File: src/wtkm_pkg.sv
// shared types and constants for the winner-tree k-way merge
package wtkm_pkg;

  // fixed field widths of the command and result ports
  localparam int unsigned RUN_SEL_W = 3;
  localparam int unsigned POS_W     = 4;
  localparam int unsigned VAL_W     = 16;

  // action codes
  localparam logic ACT_LOAD = 1'b0;
  localparam logic ACT_POP  = 1'b1;

  // controller to datapath commands
  typedef struct packed {
    logic load;     // write one run slot
    logic resolve;  // emit the tree winner and advance its run
    logic fill;     // write the fetched slot into the run head
  } dp_cmd_t;

  // datapath to controller status
  typedef struct packed {
    logic root_vld;  // some run still holds a value
    logic refill;    // winner run has a next slot to fetch
  } dp_sts_t;

endpackage

File: src/wtkm_ctrl.sv
// control state machine for the winner-tree k-way merge
module wtkm_ctrl #(
  parameter int unsigned LEVELS = 3
) (
  input  logic              clk_i,
  input  logic              rst_ni,
  input  logic              start_i,
  input  logic              action_i,
  input  wtkm_pkg::dp_sts_t sts_i,
  output logic              busy_o,
  output wtkm_pkg::dp_cmd_t cmd_o
);
  import wtkm_pkg::*;

  localparam int unsigned CNT_W = (LEVELS > 1) ? $clog2(LEVELS) : 1;

  typedef enum logic [2:0] {
    ST_IDLE   = 3'b001,
    ST_SETTLE = 3'b010,
    ST_FETCH  = 3'b100
  } state_e;

  state_e           state_q, state_d;
  logic [CNT_W-1:0] cnt_q, cnt_d;

  always_comb begin
    state_d = state_q;
    cnt_d   = cnt_q;
    cmd_o   = '0;
    unique case (state_q)
      ST_IDLE: begin
        if (start_i) begin
          if (action_i == ACT_POP) begin
            state_d = ST_SETTLE;
            cnt_d   = CNT_W'(LEVELS - 1);
          end else begin
            cmd_o.load = 1'b1;
          end
        end
      end
      ST_SETTLE: begin
        // wait until the registered tree has seen the current heads
        if (cnt_q == '0) begin
          cmd_o.resolve = 1'b1;
          state_d = (sts_i.root_vld && sts_i.refill) ? ST_FETCH : ST_IDLE;
        end else begin
          cnt_d = cnt_q - CNT_W'(1);
        end
      end
      ST_FETCH: begin
        cmd_o.fill = 1'b1;
        state_d    = ST_IDLE;
      end
      default: begin
        state_d = ST_IDLE;
      end
    endcase
  end

  assign busy_o = (state_q != ST_IDLE);

  always_ff @(posedge clk_i or negedge rst_ni) begin
    if (!rst_ni) begin
      state_q <= ST_IDLE;
      cnt_q   <= '0;
    end else begin
      state_q <= state_d;
      cnt_q   <= cnt_d;
    end
  end

endmodule

File: src/wtkm_dp.sv
// run store, run heads, read pointers and registered winner tree
module wtkm_dp #(
  parameter int unsigned RUNS       = 8,
  parameter int unsigned RUN_LEN    = 16,
  parameter int unsigned VALUE_BITS = 16
) (
  input  logic                                  clk_i,
  input  logic                                  rst_ni,
  input  wtkm_pkg::dp_cmd_t                     cmd_i,
  output wtkm_pkg::dp_sts_t                     sts_o,
  input  logic [wtkm_pkg::RUN_SEL_W-1:0]        run_sel_i,
  input  logic [wtkm_pkg::POS_W-1:0]            position_i,
  input  logic signed [wtkm_pkg::VAL_W-1:0]     value_i,
  output logic                                  out_valid_o,
  output logic signed [wtkm_pkg::VAL_W-1:0]     out_value_o,
  output logic [wtkm_pkg::RUN_SEL_W-1:0]        out_run_o,
  output logic                                  empty_res_o
);
  import wtkm_pkg::*;

  localparam int unsigned IDX_W  = $clog2(RUNS);
  localparam int unsigned P      = 1 << IDX_W;
  localparam int unsigned PTR_W  = $clog2(RUN_LEN + 1);
  localparam int unsigned DEPTH  = RUNS * RUN_LEN;
  localparam int unsigned ADDR_W = $clog2(DEPTH);

  typedef struct packed {
    logic                         vld;
    logic [IDX_W-1:0]             idx;
    logic signed [VALUE_BITS-1:0] val;
  } node_t;

  function automatic node_t pick(node_t l, node_t r);
    node_t w;
    // left subtree holds the lower run numbers, so ties go left
    if (!l.vld) w = r;
    else if (!r.vld) w = l;
    else if ($signed(l.val) <= $signed(r.val)) w = l;
    else w = r;
    return w;
  endfunction

  logic signed [VALUE_BITS-1:0] mem_q [DEPTH];
  logic signed [VALUE_BITS-1:0] rdata_q;
  logic signed [VALUE_BITS-1:0] head_q [RUNS];
  logic [PTR_W-1:0]             ptr_q [RUNS];
  logic [IDX_W-1:0]             win_q;
  node_t                        node_q [1:P-1];
  node_t                        all_n [2*P];
  node_t                        root;

  logic                         out_vld_q;
  logic signed [VAL_W-1:0]      out_value_q;
  logic [RUN_SEL_W-1:0]         out_run_q;
  logic                         empty_q;

  logic                         ld_ok;
  logic [IDX_W-1:0]             ld_run;
  logic [PTR_W-1:0]             ld_pos;
  logic [ADDR_W-1:0]            ld_addr;
  logic signed [VALUE_BITS-1:0] ld_val;
  logic [PTR_W-1:0]             ptr_nx;
  logic [ADDR_W-1:0]            rd_addr;

  // load decode, out-of-range slots are dropped
  assign ld_ok   = cmd_i.load && (32'(run_sel_i) < RUNS) && (32'(position_i) < RUN_LEN);
  assign ld_run  = IDX_W'(run_sel_i);
  assign ld_pos  = PTR_W'(position_i);
  assign ld_addr = ADDR_W'(ld_run) * ADDR_W'(RUN_LEN) + ADDR_W'(ld_pos);
  assign ld_val  = VALUE_BITS'(value_i);

  // tree: internal nodes from registers, leaves from the run heads
  always_comb begin
    all_n[0] = '0;
    for (int i = 1; i < P; i++) begin
      all_n[i] = node_q[i];
    end
    for (int j = 0; j < P; j++) begin
      if (j < RUNS) begin
        all_n[P+j].vld = (32'(ptr_q[j]) < RUN_LEN);
        all_n[P+j].idx = IDX_W'(j);
        all_n[P+j].val = head_q[j];
      end else begin
        all_n[P+j] = '0;
      end
    end
  end

  for (genvar i = 1; i < P; i++) begin : g_node
    always_ff @(posedge clk_i) begin
      node_q[i] <= pick(all_n[2*i], all_n[2*i+1]);
    end
  end

  assign root    = node_q[1];
  assign ptr_nx  = ptr_q[root.idx] + PTR_W'(1);
  assign rd_addr = ADDR_W'(root.idx) * ADDR_W'(RUN_LEN) + ADDR_W'(ptr_nx);

  assign sts_o.root_vld = root.vld;
  assign sts_o.refill   = (32'(ptr_nx) < RUN_LEN);

  // run store, one write and one registered read port
  always_ff @(posedge clk_i) begin
    if (ld_ok) begin
      mem_q[ld_addr] <= ld_val;
    end
    if (cmd_i.resolve && root.vld && sts_o.refill) begin
      rdata_q <= mem_q[rd_addr];
    end
  end

  always_ff @(posedge clk_i) begin
    if (cmd_i.resolve) begin
      win_q <= root.idx;
    end
  end

  // run heads follow the slot under each read pointer
  always_ff @(posedge clk_i) begin
    for (int r = 0; r < RUNS; r++) begin
      if (cmd_i.fill && (32'(win_q) == r)) begin
        head_q[r] <= rdata_q;
      end else if (ld_ok && (32'(ld_run) == r) && (ptr_q[r] == ld_pos)) begin
        head_q[r] <= ld_val;
      end
    end
  end

  always_ff @(posedge clk_i or negedge rst_ni) begin
    if (!rst_ni) begin
      for (int r = 0; r < RUNS; r++) begin
        ptr_q[r] <= '0;
      end
    end else if (cmd_i.resolve && root.vld) begin
      ptr_q[root.idx] <= ptr_nx;
    end
  end

  // result register
  always_ff @(posedge clk_i or negedge rst_ni) begin
    if (!rst_ni) begin
      out_vld_q <= 1'b0;
    end else begin
      out_vld_q <= cmd_i.resolve;
    end
  end

  always_ff @(posedge clk_i) begin
    if (cmd_i.resolve) begin
      out_value_q <= root.vld ? VAL_W'(root.val) : '0;
      out_run_q   <= root.vld ? RUN_SEL_W'(root.idx) : '0;
      empty_q     <= !root.vld;
    end
  end

  assign out_valid_o = out_vld_q;
  assign out_value_o = out_value_q;
  assign out_run_o   = out_run_q;
  assign empty_res_o = empty_q;

endmodule

File: src/winner_tree_kway_merge.sv
// top level of the winner-tree k-way merge
//
// Holds RUNS sorted runs of RUN_LEN values. A command is taken at a clock
// edge with start high and busy low. action_i = load writes value_i into
// slot position_i of run run_sel_i and gives no result; slots outside
// the configured runs are ignored.
// action_i = pop returns the smallest run head and its run number (ties to
// the lower run) and advances that run. With every run used up, a pop
// returns empty_res_o = 1 with value and run zero.
// A pop result shows on out_value_o, out_run_o and empty_res_o for one
// cycle with out_valid_o high, once the registered winner tree has settled.
// busy stays high while the registered winner tree settles and, when
// the winning run has a next slot, while that slot is read from the run
// store into the run head.
// Results cannot be held off; a new command may be taken while the
// previous result is on the ports.
// Reset clears all read pointers and the control state; run slots hold
// whatever was last written.
module winner_tree_kway_merge #(
  parameter int unsigned RUNS       = 8,
  parameter int unsigned RUN_LEN    = 16,
  parameter int unsigned VALUE_BITS = 16
) (
  input  logic                              clk_i,
  input  logic                              rst_ni,
  input  logic                              start,
  output logic                              busy,
  input  logic                              action_i,
  input  logic [wtkm_pkg::RUN_SEL_W-1:0]    run_sel_i,
  input  logic [wtkm_pkg::POS_W-1:0]        position_i,
  input  logic signed [wtkm_pkg::VAL_W-1:0] value_i,
  output logic                              out_valid_o,
  output logic signed [wtkm_pkg::VAL_W-1:0] out_value_o,
  output logic [wtkm_pkg::RUN_SEL_W-1:0]    out_run_o,
  output logic                              empty_res_o
);
  import wtkm_pkg::*;

  localparam int unsigned LEVELS = $clog2(RUNS);

  dp_cmd_t cmd;
  dp_sts_t sts;

  wtkm_ctrl #(
    .LEVELS (LEVELS)
  ) u_ctrl (
    .clk_i    (clk_i),
    .rst_ni   (rst_ni),
    .start_i  (start),
    .action_i (action_i),
    .sts_i    (sts),
    .busy_o   (busy),
    .cmd_o    (cmd)
  );

  wtkm_dp #(
    .RUNS       (RUNS),
    .RUN_LEN    (RUN_LEN),
    .VALUE_BITS (VALUE_BITS)
  ) u_dp (
    .clk_i       (clk_i),
    .rst_ni      (rst_ni),
    .cmd_i       (cmd),
    .sts_o       (sts),
    .run_sel_i   (run_sel_i),
    .position_i  (position_i),
    .value_i     (value_i),
    .out_valid_o (out_valid_o),
    .out_value_o (out_value_o),
    .out_run_o   (out_run_o),
    .empty_res_o (empty_res_o)
  );

endmodule

File: config.mk
export PLATFORM = sky130hd
export DESIGN_NAME = winner_tree_kway_merge
export DESIGN_NICKNAME = d
export VERILOG_FILES = /design/src/wtkm_pkg.sv /design/src/wtkm_ctrl.sv /design/src/wtkm_dp.sv /design/src/winner_tree_kway_merge.sv
export SDC_FILE = /design/constraint.sdc
export NUM_CORES = 2
export LEC_CHECK = 0
export BUFFER_PORTS_ARGS = -buffer_cell sky130_fd_sc_hd__buf_2
export CAP_MARGIN = 20
export CORE_UTILIZATION = 40
export DETAILED_ROUTE_END_ITERATION = 10
export PLACE_DENSITY = 0.61
export SLEW_MARGIN = 20
export SYNTH_ARGS = -nofsm -noshare
export SYNTH_HDL_FRONTEND = slang
export SYNTH_SLANG_ARGS = --single-unit
export TNS_END_PERCENT = 50
File: constraint.sdc
create_clock -name clk_i -period 4.9 [get_ports clk_i]
set_clock_uncertainty 0.1 [all_clocks]
set_input_delay 0.245 -clock clk_i [delete_from_list [all_inputs] [get_ports clk_i]]
set_output_delay 0.245 -clock clk_i [all_outputs]
set_load 0.05 [all_outputs]
==> Flow_metrics.wiki <==
{| class="wikitable"
! Metric !! Value
|-
| Status || completed
|-
| Routed wire length per instance || 28.4 um
|-
| Post-route DRC violation count || 0
|-
| Count of pins over their slew limit || 0
|-
| RSZ-0062 raised after global routing || yes
|-
| Final net count || 5372
|-
| Synthesized netlist cell count || 4859
|-
| CTS tree || yes
|-
| GRT Resource Usage Total || 20.4%
|-
| Synthesized cell area || 0.0947 mm2
|-
| Part of the cycle the worst path needs || around 100%
|-
| Die footprint || ~0.24 mm2
|-
| Critical path type || reg -> reg
|-
| Max-cap check violation count || 0
|-
| Cell-by-cell trace of the critical path || buf_4, mux4_2, mux2i_4, a211oi_2, xnor2_2, buf_12, buf_12, buf_4, mux2i_1, o22ai_1, a21oi_1, nand4_1
|-
| Post-Synthesis Mean Instance Area || 19.5 um2
|-
| Final cell count without fillers || ~8600
|-
| Largest net degree at the start of global routing || 99
|-
| Buffers from clock root to sink, at most || 3
|-
| Growth of design area from synthesis to finish || 14.7%
|-
| Slack of the critical path || between 0.1 and 0.15 ns
|-
| Flop2flop setup slack || 0.11 ns
|-
| Proportion of synthesized flip-flops having asynchronous set or reset || 1.92%
|-
| Std cell rows || 178
|-
| Core Region || 0.235 mm2
|-
| Post-detailed-placement half-perimeter wirelength || 150000 um
|-
| Worst hold-check path type || in -> reg
|-
| DIE HEIGHT || 489 um
|-
| Critical hold path startpoint || run_sel_i[0]
|-
| Beginning of the worst register-to-register path || u_dp.node_q[1][17]
|-
| Worst EP arrival || 5.28 ns
|-
| Number of synthesized register bits || 2391
|-
| Fraction of synthesized cell area taken by the top area cell type || between 70% and 80%
|-
| # port buffers || 48
|-
| Cells on Worst Hold Path || 3
|-
| Starting DRC count in detailed routing || 5221
|-
| Net count after synthesis || around 5000
|-
| Register cell area after layout || 0.0703 mm2
|-
| Pre-Repair DR Iteration Count || 6
|-
| Dominant cells by area after synthesis || edfxtp_1 (70%), mux4_2 (13%), mux2_2 (3.2%)
|-
| Sink count of the clock tree || between 2000 and 2500
|-
| Antenna violations before repair || 13
|-
| Total I/O pin count || 49
|-
| Power per unit of standard cell area || 397 mW/mm2
|-
| Endpoint type of the worst setup path || flop
|-
| Pre-CTS WS || 0.0716 ns
|-
| Library cells used by synthesis || 59
|-
| Static power due to leakage || 35.2 nW
|-
| Measured slew at the worst slew-check pin || 1.06 ns
|-
| Final estimated routing congestion in global placement || 0.910
|-
| Detailed-route via count || about 48000
|-
| Warning count from the yosys run || 0
|-
| Setup fix buffers added after clock tree synthesis || 0
|-
| Total area of multi-input combinational cells || 0.0230 mm2
|-
| Worst-Skew Late Latency || between 0.8 and 0.9 ns
|-
| Dominant synthesized flop cell || edfxtp_1
|-
| Overall routed net length || 244000 um
|-
| Global-route wire length before repair || 351000 um
|-
| Setup-violating endpoint count in the final report || 0
|-
| Critical path's slowest cell || mux4_2
|-
| Terminus of the critical flop-to-flop path || u_dp.rdata_q[0]
|-
| Vias in the first global route || 48500
|-
| Total met3 wirelength after detailed routing || 17800 um
|-
| Dominant cell by count in the synthesized netlist || edfxtp_1
|-
| Share of post-route cells with drive strength above 1 || 27.7%
|-
| Number of nets with antenna violations after routing || 0
|-
| Largest fanout on the critical path || 36
|-
| Sequential area share after synthesis || between 70% and 80%
|-
| Starting utilization of the core area || roughly 40%
|-
| Cell chosen for the clock root || clkbuf_16
|-
| CP required || 5.39 ns
|-
| H-tree Lvls || 4
|-
| Area leader, netlist || edfxtp_1
|-
| Top post-synthesis cells by count || edfxtp_1 (2215), mux4_2 (533), nand2_1 (334)
|-
| Max Clk Rate || 209 MHz
|-
| Startpoint kind of the worst setup timing path || flop
|-
| Highest Signal Layer || met5
|-
| Worst-case headroom to the max-slew limit || slightly below 30%
|-
| Routed met2 length || 115000 um
|-
| Average vias per placed instance || approximately 5.7
|-
| Clock-pin slew of the registers on the worst-case setup and hold paths || 0.06 ns
|-
| Instance count after placement with tap cells included || just over 8000
|-
| Final Hold Violating Endpoints || 0
|-
| Maximum vdd drop || 331 uV
|-
| Biggest cell delay along the critical path || 0.55 ns
|-
| Number of filler cells placed in the layout || just under 20000
|-
| Length in cells of the worst reg-to-reg path || 12
|-
| Total clock buffers created by CTS || 236
|-
| Min cycle time layout || ~4.8 ns
|-
| Terminating pin of the worst hold path || u_dp.mem_q[58][14]
|-
| Number of flops mapped to enable cells by yosys || 2215
|-
| GR Overflow Total || 0
|-
| Met1 Routed Length || 103000 um
|-
| Horizontal die dimension || 489 um
|}
## timing repair
action,4_1_cts,5_1_grt
setup endpoints to repair,0,3
hold buffers,20,0
resized for setup,0,2
endpoints found under the hold margin,1021,0
## power by group
part	switching [W]	total, W	internal [W]
Sequential	0.0000310	0.0223	0.0223
Combinational	0.00158	0.00266	0.00108
Clock	0.00777	0.0181	0.0104
Total	0.00938	0.0431	0.0338
## flip-flops by register name (all words and copies together) (netlist names)
name,count
u_ctrl.cnt_q,2
u_ctrl.state_q,3
u_dp.empty_res_o,1
u_dp.head_q,128
u_dp.mem_q,2048
u_dp.node_q,130
u_dp.out_run_o,3
u_dp.out_valid_o,1
u_dp.out_value_o,16
u_dp.ptr_q,40
u_dp.rdata_q,16
u_dp.win_q,3
## final cells by class
| type | count | area share, % |
|---|---|---|
| flip-flops and latches | 2391 | 64.7 |
| multi-input cells | 2106 | 21.2 |
| clock buffers | 291 | 5.79 |
| well taps | 3150 | 3.63 |
| repair buffers | 361 | 2.78 |
| clock inverters | 144 | 1.37 |
| inverters | 133 | 0.467 |
| diodes | 5 | 0.0115 |
## layer usage
layer  up-vias  GRT usage (%)
met3       349           3.63
li1      20400              -
met5         -              0
met2      1881           32.4
met1     25900           28.6
met4         6           6.55
## metrics by stage
step / util, % / total power [W] / cell area [um2] / TNS, ns / hold WS, ns
after global placement: 42.8 / 0.0254 / 101000 / 0 / 0.288
after floorplan: - / 0.0244 / 94700 / 0 / -0.151
final: 46.2 / 0.0431 / 109000 / 0 / 0.229
after CTS: 46.2 / 0.0435 / 109000 / 0 / 0.150
after detailed placement: 42.8 / 0.0255 / 101000 / 0 / 0.292
after global routing: 46.2 / 0.0444 / 109000 / -0.0279 / 0.198
## logic make-up (layout without fill, tap and decap cells)
family	count (synthesis)	count (layout)	synth area share (%)
xor gates and xnor gates	40	40	0.370
DFF	2391	2391	74.2
adders and majority gates	116	116	1.53
AOI/OAI and AO/OA	335	335	2.27
muxes	857	857	16.5
buffers and inverters	362	929	1.61
other	0	5	0
and+or+nand+nor	758	758	3.54
## worst max-delay path by stage
stage,slack [ns],to,start,depth (start not counted)
2_1_floorplan,0.17,u_dp.rdata_q[10],u_dp.node_q[1][17],20
3_3_place_gp,0.03,u_dp.rdata_q[7],u_dp.node_q[1][18],12
3_5_place_dp,0.07,u_dp.rdata_q[0],u_dp.node_q[1][18],12
4_1_cts,0.03,u_dp.rdata_q[7],u_dp.node_q[1][18],12
5_1_grt,-0.03,u_dp.rdata_q[7],u_dp.node_q[1][18],12
6_report,0.11,u_dp.rdata_q[0],u_dp.node_q[1][17],12
## cells in the final DEF (no fill, tap or decap), types with 14 or more instances in the layout
cell	instances
clkbuf_1	45
a31oi_1	38
nor2_1	177
a21oi_1	71
and2_1	22
nand4_1	54
buf_4	275
clkinv_2	38
buf_2	32
dfxtp_1	130
o22ai_1	21
clkinv_1	58
mux2i_1	53
buf_12	24
bufinv_16	24
mux2_2	270
a221oi_1	20
o21ai_1	14
a32oi_1	24
xnor2_1	22
mux4_2	533
edfxtp_1	2215
nand2_1	333
xor2_1	14
clkbuf_16	243
dlygate4sd3_1	20
nor2b_1	20
ha_1	115
inv_1	132
a21o_1	34
dfrtp_1	45
o21ai_0	64
nand3_1	97
## critical path, delay by kind of cell (launching register included)
family                    cells  cell delay (ns)
muxes                         3             1.23
AOI/OAI and AO/OA             3             0.92
and+or+nand+nor               1             0.18
DFF                           1             0.43
buffers and inverters         4             1.14
xor gates and xnor gates      1             0.42
Power figures use the tool's default switching activity.
